File: src/rtl/hstf_pkg.sv
// Package of the hash sampled trace filter: item and result types, constants, state codes.
// Depends on nothing; every other file of the block but the assertion header imports it.
`timescale 1ns / 1ps

package hstf_pkg;

    typedef struct packed {
        logic [31:0] thread_id;
        logic [31:0] relation_id;
        logic [31:0] block_number;
        logic [63:0] event_time;
        logic        access_hit;
        logic [63:0] meta_word;
    } item_t;

    typedef struct packed {
        logic [63:0]        page_key;
        logic [63:0]        event_time_out;
        logic [59:0]        policy_pointer;
        logic [31:0]        thread_id_out;
        logic signed [7:0]  policy_kind;
        logic               hit_flag;
    } result_t;

    // Register indexes of the configuration port.
    typedef enum logic [0:0] {
        CFG_SAMPLE_DIVISOR = 1'b0,
        CFG_END_TIME       = 1'b1
    } cfg_index_t;

    // Back end sequencer states.
    typedef enum logic [1:0] {
        BK_IDLE,
        BK_MUL,
        BK_DIV,
        BK_HOLD
    } back_state_t;

    localparam int unsigned DIVISOR_W = 31;

    localparam logic [63:0] FMIX_C1    = 64'hff51afd7ed558ccd;
    localparam logic [63:0] FMIX_C2    = 64'hc4ceb9fe1a85ec53;
    localparam int unsigned FMIX_SHIFT = 33;

    localparam logic [63:0] META_LARGE = 64'd1000000000;

    // ceil(2^50 / 1e6); exact quotient by one million for any value below 2^30.
    localparam logic [30:0] KIND_RECIP       = 31'd1125899907;
    localparam int unsigned KIND_RECIP_SHIFT = 50;

    localparam logic [7:0]  KIND_NONE = 8'hff;

endpackage

File: src/rtl/hstf_front.sv
// Front end of the trace filter: stop detection, page key forming and strategy decoding.
// Depends on hstf_pkg.
`timescale 1ns / 1ps

module hstf_front
    import hstf_pkg::*;
(
    input  logic        clk,
    input  logic        rst_n,
    input  logic        accept,
    input  item_t       item,
    input  logic [63:0] end_time,
    output logic        enq,
    output result_t     entry
);

    logic        stopped_reg;
    logic        stopped_next;
    logic        late;
    logic        large_meta;
    logic [60:0] kind_prod;
    logic [7:0]  kind_bits;

    always_ff @(posedge clk or negedge rst_n)
    begin
        if (!rst_n)
        begin
            stopped_reg <= 1'b0;
        end
        else
        begin
            stopped_reg <= stopped_next;
        end
    end

    always_comb
    begin
        late         = item.event_time > end_time;
        enq          = accept && !stopped_reg && !late;
        stopped_next = stopped_reg | (accept && late);
    end

    // Small metas hold the strategy type times one million.
    always_comb
    begin
        large_meta = item.meta_word > META_LARGE;
        kind_prod  = 61'(item.meta_word[29:0]) * 61'(KIND_RECIP);
        if (large_meta)
        begin
            kind_bits = {4'b0000, item.meta_word[3:0]} - 8'd1;
        end
        else if (item.meta_word != 64'd0)
        begin
            kind_bits = kind_prod[KIND_RECIP_SHIFT +: 8] - 8'd1;
        end
        else
        begin
            kind_bits = KIND_NONE;
        end
    end

    always_comb
    begin
        entry.page_key       = {item.relation_id, item.block_number};
        entry.event_time_out = item.event_time;
        entry.policy_pointer = large_meta ? item.meta_word[63:4] : 60'd0;
        entry.thread_id_out  = item.thread_id;
        entry.policy_kind    = kind_bits;
        entry.hit_flag       = item.access_hit;
    end

endmodule

File: src/rtl/hstf_queue.sv
// Short queue of classified records between the front and back ends of the trace filter.
// Depends on hstf_pkg.
`timescale 1ns / 1ps

module hstf_queue
    import hstf_pkg::*;
#(
    parameter int DEPTH = 2
)
(
    input  logic    clk,
    input  logic    rst_n,
    input  logic    enq,
    input  result_t enq_data,
    input  logic    deq,
    output result_t head,
    output logic    full,
    output logic    empty
);

    localparam int PTR_W = (DEPTH > 1) ? $clog2(DEPTH) : 1;
    localparam int CNT_W = $clog2(DEPTH + 1);

    result_t            slot_reg [DEPTH];
    logic [PTR_W-1:0]   wr_ptr_reg;
    logic [PTR_W-1:0]   rd_ptr_reg;
    logic [CNT_W-1:0]   count_reg;
    logic [PTR_W-1:0]   wr_ptr_next;
    logic [PTR_W-1:0]   rd_ptr_next;
    logic [CNT_W-1:0]   count_next;

    always_comb
    begin
        full  = count_reg == CNT_W'(DEPTH);
        empty = count_reg == '0;
        head  = slot_reg[rd_ptr_reg];

        wr_ptr_next = wr_ptr_reg;
        rd_ptr_next = rd_ptr_reg;
        count_next  = count_reg;
        if (enq)
        begin
            wr_ptr_next = (wr_ptr_reg == PTR_W'(DEPTH - 1)) ? '0 : wr_ptr_reg + 1'b1;
        end
        if (deq)
        begin
            rd_ptr_next = (rd_ptr_reg == PTR_W'(DEPTH - 1)) ? '0 : rd_ptr_reg + 1'b1;
        end
        if (enq && !deq)
        begin
            count_next = count_reg + 1'b1;
        end
        else if (deq && !enq)
        begin
            count_next = count_reg - 1'b1;
        end
    end

    always_ff @(posedge clk or negedge rst_n)
    begin
        if (!rst_n)
        begin
            wr_ptr_reg <= '0;
            rd_ptr_reg <= '0;
            count_reg  <= '0;
        end
        else
        begin
            wr_ptr_reg <= wr_ptr_next;
            rd_ptr_reg <= rd_ptr_next;
            count_reg  <= count_next;
        end
    end

    always_ff @(posedge clk)
    begin
        if (enq)
        begin
            slot_reg[wr_ptr_reg] <= enq_data;
        end
    end

endmodule

File: src/rtl/hstf_back.sv
// Back end of the trace filter: fmix64 hash on one shared 32x32 multiplier, bit-serial
// remainder by the sample divisor, and the result register. Depends on hstf_pkg.
`timescale 1ns / 1ps

module hstf_back
    import hstf_pkg::*;
(
    input  logic                 clk,
    input  logic                 rst_n,
    input  result_t              head,
    input  logic                 q_empty,
    output logic                 deq,
    input  logic [DIVISOR_W-1:0] sample_divisor,
    output result_t              result,
    output logic                 empty,
    input  logic                 pop
);

    back_state_t          state_reg, state_next;
    result_t              entry_reg, entry_next;
    result_t              out_reg, out_next;
    logic                 out_valid_reg, out_valid_next;
    logic [63:0]          hv_reg, hv_next;
    logic [63:0]          acc_reg, acc_next;
    logic                 round_reg, round_next;
    logic [1:0]           mstep_reg, mstep_next;
    logic [DIVISOR_W-1:0] rem_reg, rem_next;
    logic [5:0]           bit_cnt_reg, bit_cnt_next;

    logic [31:0]          mul_a;
    logic [31:0]          mul_b;
    logic [63:0]          mul_c;
    logic [63:0]          product;
    logic [63:0]          mix_sum;
    logic [63:0]          mix_out;
    logic [DIVISOR_W:0]   trial;
    logic [DIVISOR_W:0]   trial_sub;
    logic [DIVISOR_W-1:0] rem_step;
    logic                 sampling;
    logic                 load_out;

    // Low 64 bits of hv * C as three 32x32 partial products, one per cycle.
    always_comb
    begin
        mul_c   = round_reg ? FMIX_C2 : FMIX_C1;
        mul_a   = (mstep_reg == 2'd1) ? hv_reg[63:32] : hv_reg[31:0];
        mul_b   = (mstep_reg == 2'd2) ? mul_c[63:32] : mul_c[31:0];
        product = 64'(mul_a) * 64'(mul_b);
        mix_sum = acc_reg + {product[31:0], 32'd0};
        mix_out = mix_sum ^ (mix_sum >> FMIX_SHIFT);
    end

    always_comb
    begin
        trial     = {rem_reg, hv_reg[63]};
        trial_sub = trial - {1'b0, sample_divisor};
        rem_step  = (trial >= {1'b0, sample_divisor}) ? trial_sub[DIVISOR_W-1:0]
                                                      : trial[DIVISOR_W-1:0];
        sampling  = sample_divisor > DIVISOR_W'(1);
    end

    always_comb
    begin
        state_next   = state_reg;
        entry_next   = entry_reg;
        hv_next      = hv_reg;
        acc_next     = acc_reg;
        round_next   = round_reg;
        mstep_next   = mstep_reg;
        rem_next     = rem_reg;
        bit_cnt_next = bit_cnt_reg;
        deq          = 1'b0;
        load_out     = 1'b0;

        case (state_reg)
            BK_IDLE:
            begin
                if (!q_empty)
                begin
                    deq        = 1'b1;
                    entry_next = head;
                    hv_next    = head.page_key ^ (head.page_key >> FMIX_SHIFT);
                    round_next = 1'b0;
                    mstep_next = 2'd0;
                    state_next = sampling ? BK_MUL : BK_HOLD;
                end
            end
            BK_MUL:
            begin
                case (mstep_reg)
                    2'd0:
                    begin
                        acc_next   = product;
                        mstep_next = 2'd1;
                    end
                    2'd1:
                    begin
                        acc_next   = mix_sum;
                        mstep_next = 2'd2;
                    end
                    default:
                    begin
                        hv_next    = mix_out;
                        mstep_next = 2'd0;
                        if (round_reg)
                        begin
                            rem_next     = '0;
                            bit_cnt_next = 6'd63;
                            state_next   = BK_DIV;
                        end
                        else
                        begin
                            round_next = 1'b1;
                        end
                    end
                endcase
            end
            BK_DIV:
            begin
                rem_next     = rem_step;
                hv_next      = {hv_reg[62:0], 1'b0};
                bit_cnt_next = bit_cnt_reg - 6'd1;
                if (bit_cnt_reg == 6'd0)
                begin
                    state_next = (rem_step == '0) ? BK_HOLD : BK_IDLE;
                end
            end
            BK_HOLD:
            begin
                if (!out_valid_reg || pop)
                begin
                    load_out   = 1'b1;
                    state_next = BK_IDLE;
                end
            end
            default:
            begin
                state_next = BK_IDLE;
            end
        endcase

        out_next = load_out ? entry_reg : out_reg;
        if (load_out)
        begin
            out_valid_next = 1'b1;
        end
        else if (pop)
        begin
            out_valid_next = 1'b0;
        end
        else
        begin
            out_valid_next = out_valid_reg;
        end
    end

    always_ff @(posedge clk or negedge rst_n)
    begin
        if (!rst_n)
        begin
            state_reg     <= BK_IDLE;
            out_valid_reg <= 1'b0;
            round_reg     <= 1'b0;
            mstep_reg     <= 2'd0;
            bit_cnt_reg   <= 6'd0;
        end
        else
        begin
            state_reg     <= state_next;
            out_valid_reg <= out_valid_next;
            round_reg     <= round_next;
            mstep_reg     <= mstep_next;
            bit_cnt_reg   <= bit_cnt_next;
        end
    end

    always_ff @(posedge clk)
    begin
        entry_reg <= entry_next;
        out_reg   <= out_next;
        hv_reg    <= hv_next;
        acc_reg   <= acc_next;
        rem_reg   <= rem_next;
    end

    assign result = out_reg;
    assign empty  = !out_valid_reg;

endmodule

File: src/rtl/hash_sampled_trace_filter_unit.sv
// Top level of the hash sampled trace filter: configuration registers and the three parts.
// Depends on hstf_pkg, hstf_front, hstf_queue and hstf_back.
`timescale 1ns / 1ps

// The filter takes one parsed buffer-access trace record per item and passes on, at most,
// one result item for it. An item whose timestamp lies beyond end_time closes the stream
// for good: it and every later item are accepted and dropped until reset. While the
// stream is open, a sample_divisor above 1 keeps a record only when the fmix64 hash of
// its page key leaves no remainder by the divisor; a divisor of 0 or 1 keeps every record.
// The front end classifies an item in the cycle it is accepted and places kept candidates
// in a short queue, so push is only held off while that queue is full. The back end takes
// one candidate at a time: with sampling on, it loads the candidate, runs the two 64-bit
// multiplies of the hash (one shared 32x32 multiplier, three partial products each),
// works out the bit-serial remainder and, for a kept record, loads the result register
// once it is free; with sampling off it loads the candidate and then the result register.
// Stopped items never enter the queue. With sampling on, the remainder loop sets the rate.
// Configuration writes are taken at any time but are meant to happen only while the
// block is idle.
module hash_sampled_trace_filter_unit
    import hstf_pkg::*;
#(
    parameter int QUEUE_DEPTH = 2
)
(
    input  logic        clk,
    input  logic        rst_n,
    // Input queue side.
    input  logic        push,
    output logic        full,
    input  item_t       item,
    // Result queue side.
    output logic        empty,
    input  logic        pop,
    output result_t     result,
    // Configuration write port.
    input  logic        cfg_write,
    input  logic [0:0]  cfg_index,
    input  logic [63:0] cfg_data
);

    logic [DIVISOR_W-1:0] sample_divisor_reg;
    logic [DIVISOR_W-1:0] sample_divisor_next;
    logic [63:0]          end_time_reg;
    logic [63:0]          end_time_next;

    logic    accept;
    logic    enq;
    logic    deq;
    logic    q_empty;
    result_t enq_data;
    result_t head;

    // Register writes complete in the cycle they are presented; there is no read-back.
    always_comb
    begin
        sample_divisor_next = sample_divisor_reg;
        end_time_next       = end_time_reg;
        if (cfg_write)
        begin
            case (cfg_index_t'(cfg_index))
                CFG_SAMPLE_DIVISOR: sample_divisor_next = cfg_data[DIVISOR_W-1:0];
                CFG_END_TIME:       end_time_next       = cfg_data;
                default:            ;
            endcase
        end
    end

    always_ff @(posedge clk or negedge rst_n)
    begin
        if (!rst_n)
        begin
            sample_divisor_reg <= DIVISOR_W'(1);
            end_time_reg       <= '1;
        end
        else
        begin
            sample_divisor_reg <= sample_divisor_next;
            end_time_reg       <= end_time_next;
        end
    end

    // An item is taken whenever the candidate queue has room, dropped or not.
    assign accept = push && !full;

    hstf_front u_front (
        .clk      (clk),
        .rst_n    (rst_n),
        .accept   (accept),
        .item     (item),
        .end_time (end_time_reg),
        .enq      (enq),
        .entry    (enq_data)
    );

    hstf_queue #(
        .DEPTH (QUEUE_DEPTH)
    ) u_queue (
        .clk      (clk),
        .rst_n    (rst_n),
        .enq      (enq),
        .enq_data (enq_data),
        .deq      (deq),
        .head     (head),
        .full     (full),
        .empty    (q_empty)
    );

    hstf_back u_back (
        .clk            (clk),
        .rst_n          (rst_n),
        .head           (head),
        .q_empty        (q_empty),
        .deq            (deq),
        .sample_divisor (sample_divisor_reg),
        .result         (result),
        .empty          (empty),
        .pop            (pop)
    );

endmodule

File: config.mk
export PLATFORM = sky130hd
export DESIGN_NAME = hash_sampled_trace_filter_unit
export DESIGN_NICKNAME = d
export VERILOG_FILES = /design/src/rtl/hstf_pkg.sv /design/src/rtl/hstf_front.sv /design/src/rtl/hstf_queue.sv /design/src/rtl/hstf_back.sv /design/src/rtl/hash_sampled_trace_filter_unit.sv
export SDC_FILE = /design/constraint.sdc
export NUM_CORES = 2
export LEC_CHECK = 0
export ABC_AREA = 1
export BUFFER_PORTS_ARGS = -buffer_cell sky130_fd_sc_hd__buf_2
export CAP_MARGIN = 15
export CORE_ASPECT_RATIO = 0.5
export CORE_UTILIZATION = 40
export CTS_CLUSTER_DIAMETER = 120
export CTS_CLUSTER_SIZE = 20
export DETAILED_ROUTE_END_ITERATION = 7
export PLACE_DENSITY = 0.67
export SETUP_SLACK_MARGIN = 0.02
export SLEW_MARGIN = 10
export SYNTH_ARGS = -nofsm -noshare
export SYNTH_HDL_FRONTEND = slang
export SYNTH_HIERARCHICAL = 1
export SYNTH_SLANG_ARGS = --single-unit
File: constraint.sdc
create_clock -name clk -period 11.3 [get_ports clk]
set_input_delay 1.695 -clock clk [delete_from_list [all_inputs] [get_ports clk]]
set_output_delay 1.695 -clock clk [all_outputs]
set_load 0.01 [all_outputs]
==> flow_metrics.py <==
metrics = {
    "timing": {
        "skew_ns": 0.0562,
        "max_slew_margin_pct": 25.2,
        "report.final.slew_viol_count": 0,
        "hold_viol": 0,
        "finalSetupViolCount": 0,
        "grt_setup_unrepaired": "false",
        "fmax_mhz": 93.4,
        "tns_ns": 0,
        "finalCriticalPeriod_ns": 10.71,
        "tightest_slew_ns": 1.12,
        "min_period_over_period_pct": 94.8,
    },
    "drt": {
        "routed_via_density": 5.04,
        "ant_nets": 0,
        "route.vias.total": 64500,
        "drc": 0,
        "post_drt_wl_per_cell_um": 23.8,
        "totalWireLength_um": 304000,
        "drt_iter0_markers": 5497,
        "firstDrtPassIters": 6,
    },
    "floorplanning": {
        "die_x_um": 698,
        "ios": 526,
        "rows": 127,
        "start_util_pct": 40.4,
        "fp.dieH_um": 350,
        "coreArea_um2": 240000,
        "die-area_um2": 244000,
    },
    "clock_tree": {
        "path_clk_slew_ns": 0.10,
        "cts_made_buffers": 71,
        "cts_hold_buffers": 0,
        "root_buffer": "clkbuf_16",
        "cts_buffer_depth": 3,
        "insertion_delay_ns": 0.72,
        "cts_tree": "built",
        "cts_setup_buffers": 0,
        "ctsResizeCount": 0,
        "htreeDepth": 3,
        "clock-sinks": 1187,
    },
    "yosys": {
        "yosys_warnings": 6,
        "synth_enable_flop_cells": 1075,
        "synth_cells": 9092,
        "synth_seq_area_share_pct": 36.3,
        "async_flop_share_pct": 9.44,
        "synth_ff_type": "edfxtp_1",
        "ys_types": 68,
        "ys_ff_latch": 1187,
        "synth_fp_nets": 11300,
        "synth_area_um2": 97000,
        "avgSynthCellArea_um2": 10.7,
    },
    "hold_path": {
        "hold_class": "reg2reg",
        "hold_end": "u_back/result[136]",
        "whs_path_depth": 0,
        "hold_start": "u_back/entry_reg[136]",
    },
    "layout": {
        "drive_gt1_share_pct": 12.4,
        "largest_reg_flops": 458,
        "synthToLayoutAreaGrowth_pct": 8.18,
        "final_nets": 11700,
        "nFillCells": 23100,
    },
    "global_routing": {
        "grt_max_degree": 120,
        "grt_use_total_pct": 24.7,
        "grt_pass1_wl_um": 444000,
        "antenna_found_initial": 33,
        "gr-total-overflow": 0,
        "grt_pass1_vias": 67100,
    },
    "critical_path": {
        "slowest_delay_ns": 0.56,
        "start_kind": "flip-flop",
        "cp.arrival_ns": 11.25,
        "rr_worst_depth": 37,
        "cp.required_ns": 11.84,
        "r2r_start": "u_back/mstep_reg[1]",
        "cp_common_cell": "inv_1",
        "cp_slowest_cell": "fa_1",
        "r2r_end": "u_back/hv_reg[20]",
        "worst_setup_path_end_kind": "flip-flop",
        "critPathKind": "reg2reg",
        "reg2reg_slack_ns": 0.59,
        "critPathMaxFanout": 12,
    },
    "status": {
        "status": "finished, final reports clean",
    },
    "place": {
        "io_buffers": 525,
        "globalplace.congestion": 1.03,
        "dp_hpwl_um": 254000,
    },
    "run": {
        "cap_violations": 0,
    },
}
==> synthesized netlist by cell type (10+ instances only) <==
library cell / count / area [µm²]
inv_1: 2069 / 7770
nand2_1: 1375 / 5160
fa_1: 1173 / 23500
edfxtp_1: 1075 / 32300
ha_1: 768 / 9610
nor2_1: 671 / 2520
nand3_1: 314 / 1570
a21oi_1: 250 / 1250
mux2_4: 200 / 3000
buf_4: 173 / 1300
o21ai_0: 147 / 736
clkbuf_1: 111 / 417
dfstp_2: 65 / 1710
xor2_1: 58 / 508
nand4_1: 54 / 338
xnor2_1: 52 / 455
dfrtp_1: 47 / 1180
nor3_1: 44 / 220
or2_2: 42 / 263
o21ai_1: 34 / 170
nand3b_1: 33 / 248
mux2_2: 29 / 327
a22oi_1: 24 / 180
buf_2: 23 / 115
buf_12: 22 / 440
o221ai_1: 20 / 175
a21o_1: 18 / 135
o21bai_1: 18 / 135
nand2_2: 17 / 106
o211ai_1: 17 / 128
clkinv_1: 14 / 52.6
a21boi_0: 12 / 90.1
a31oi_1: 11 / 68.8
inv_2: 11 / 41.3
buf_1: 10 / 37.5
nor2_2: 10 / 62.6
==> how the worst max path moves through the flow <==
stage	start	endpoint	cells after the start
2_1_floorplan	u_back/mstep_reg[1]	u_back/hv_reg[23]	39
3_3_place_gp	u_back/mstep_reg[0]	u_back/hv_reg[20]	38
3_5_place_dp	u_back/mstep_reg[1]	u_back/acc_reg[62]	41
4_1_cts	u_back/mstep_reg[0]	u_back/acc_reg[62]	43
5_1_grt	u_back/mstep_reg[1]	u_back/hv_reg[20]	37
6_report	u_back/mstep_reg[1]	u_back/hv_reg[20]	37
==> layout make-up <==
cell class / instances / area [µm²] / share of cell area (%)
Timing Repair Buffer: 686 / 3880 / 3.70
Inverter: 2094 / 7870 / 7.50
Multi-Input combinational cell: 5468 / 51700 / 49.3
Sequential cell: 1187 / 35200 / 33.5
Tap cell: 3225 / 4040 / 3.85
Clock inverter: 11 / 254 / 0.242
Clock buffer: 116 / 1970 / 1.88
Antenna cell: 15 / 37.5 / 0.0358
==> metal layers <==
| layer | vias up | global-route usage [%] | wire [µm] |
|---|---|---|---|
| li1 | 29200 | - | - |
| met2 | 2340 | 43.2 | 150000 |
| met1 | 32500 | 31.6 | 123000 |
| met3 | 456 | 4.06 | 20700 |
| met5 | - | 0 | 36 |
| met4 | 6 | 7.55 | 10400 |
==> cells by family (layout without fill, tap and decap cells) <==
| kind of cell | after synthesis | count (layout) | share of synthesized area [%] |
|---|---|---|---|
| xor+xnor | 110 | 110 | 0.994 |
| other cells | 1 | 16 | 0.00387 |
| buf+inv | 2437 | 2907 | 10.5 |
| simple gates | 2600 | 2600 | 11.2 |
| flops | 1187 | 1187 | 36.3 |
| mux | 229 | 229 | 3.43 |
| compound gates | 587 | 587 | 3.47 |
| fa+ha+maj | 1941 | 1941 | 34.1 |
==> layout by cell type (no fill, tap or decap), drive strengths merged, types with 2 or more instances in the layout <==
cell and n:
fa 1173, inv 2085, a211oi 2, nand3 316, o21bai 18, and2 8, o21ai 183, a21o 18
diode 15, a31oi 11, and3 2, nand3b 33, a21boi 13, o211ai 17, clkbuf 116, o21a 9
a21oi 253, or2 45, ha 768, edfxtp 1075, xnor2 52, nor4 8, a22oi 24, buf 686
o221ai 20, nor2 686, xor2 58, nor3 50, o2111ai 3, a221oi 5, o31ai 3, nand2 1395
dfstp 65, clkinv 19, dfrtp 47, nand4 54, mux2 229
==> stage by stage <==
step                cell area (µm²)  hold slack [ns]  worst slack, ns  cells  utilization (%)
global placement             103000            0.400            0.596  12700             42.7
finish                       105000            0.394            0.592  12800             43.7
detailed placement           103000            0.405            0.575  12700             42.7
floorplan                     97000            0.400             1.66   9092                -
global route                 105000            0.401            0.171  12800             43.7
CTS                          105000            0.392            0.468  12800             43.6
==> worst max-delay path, delay by kind of cell (launching register included) <==
| family | cells | cell delay (ns) |
|---|---|---|
| flip-flops | 1 | 0.51 |
| buffers and inverters | 11 | 1.62 |
| XOR/XNOR | 2 | 0.66 |
| AND/OR/NAND/NOR | 9 | 1.82 |
| adder cells (fa/ha/maj) | 10 | 4.87 |
| AO/OA/AOI/OAI | 5 | 1.00 |
Power is not shown: default switching activity piles up to over one toggle a cycle in this logic, so the estimate is an artifact.
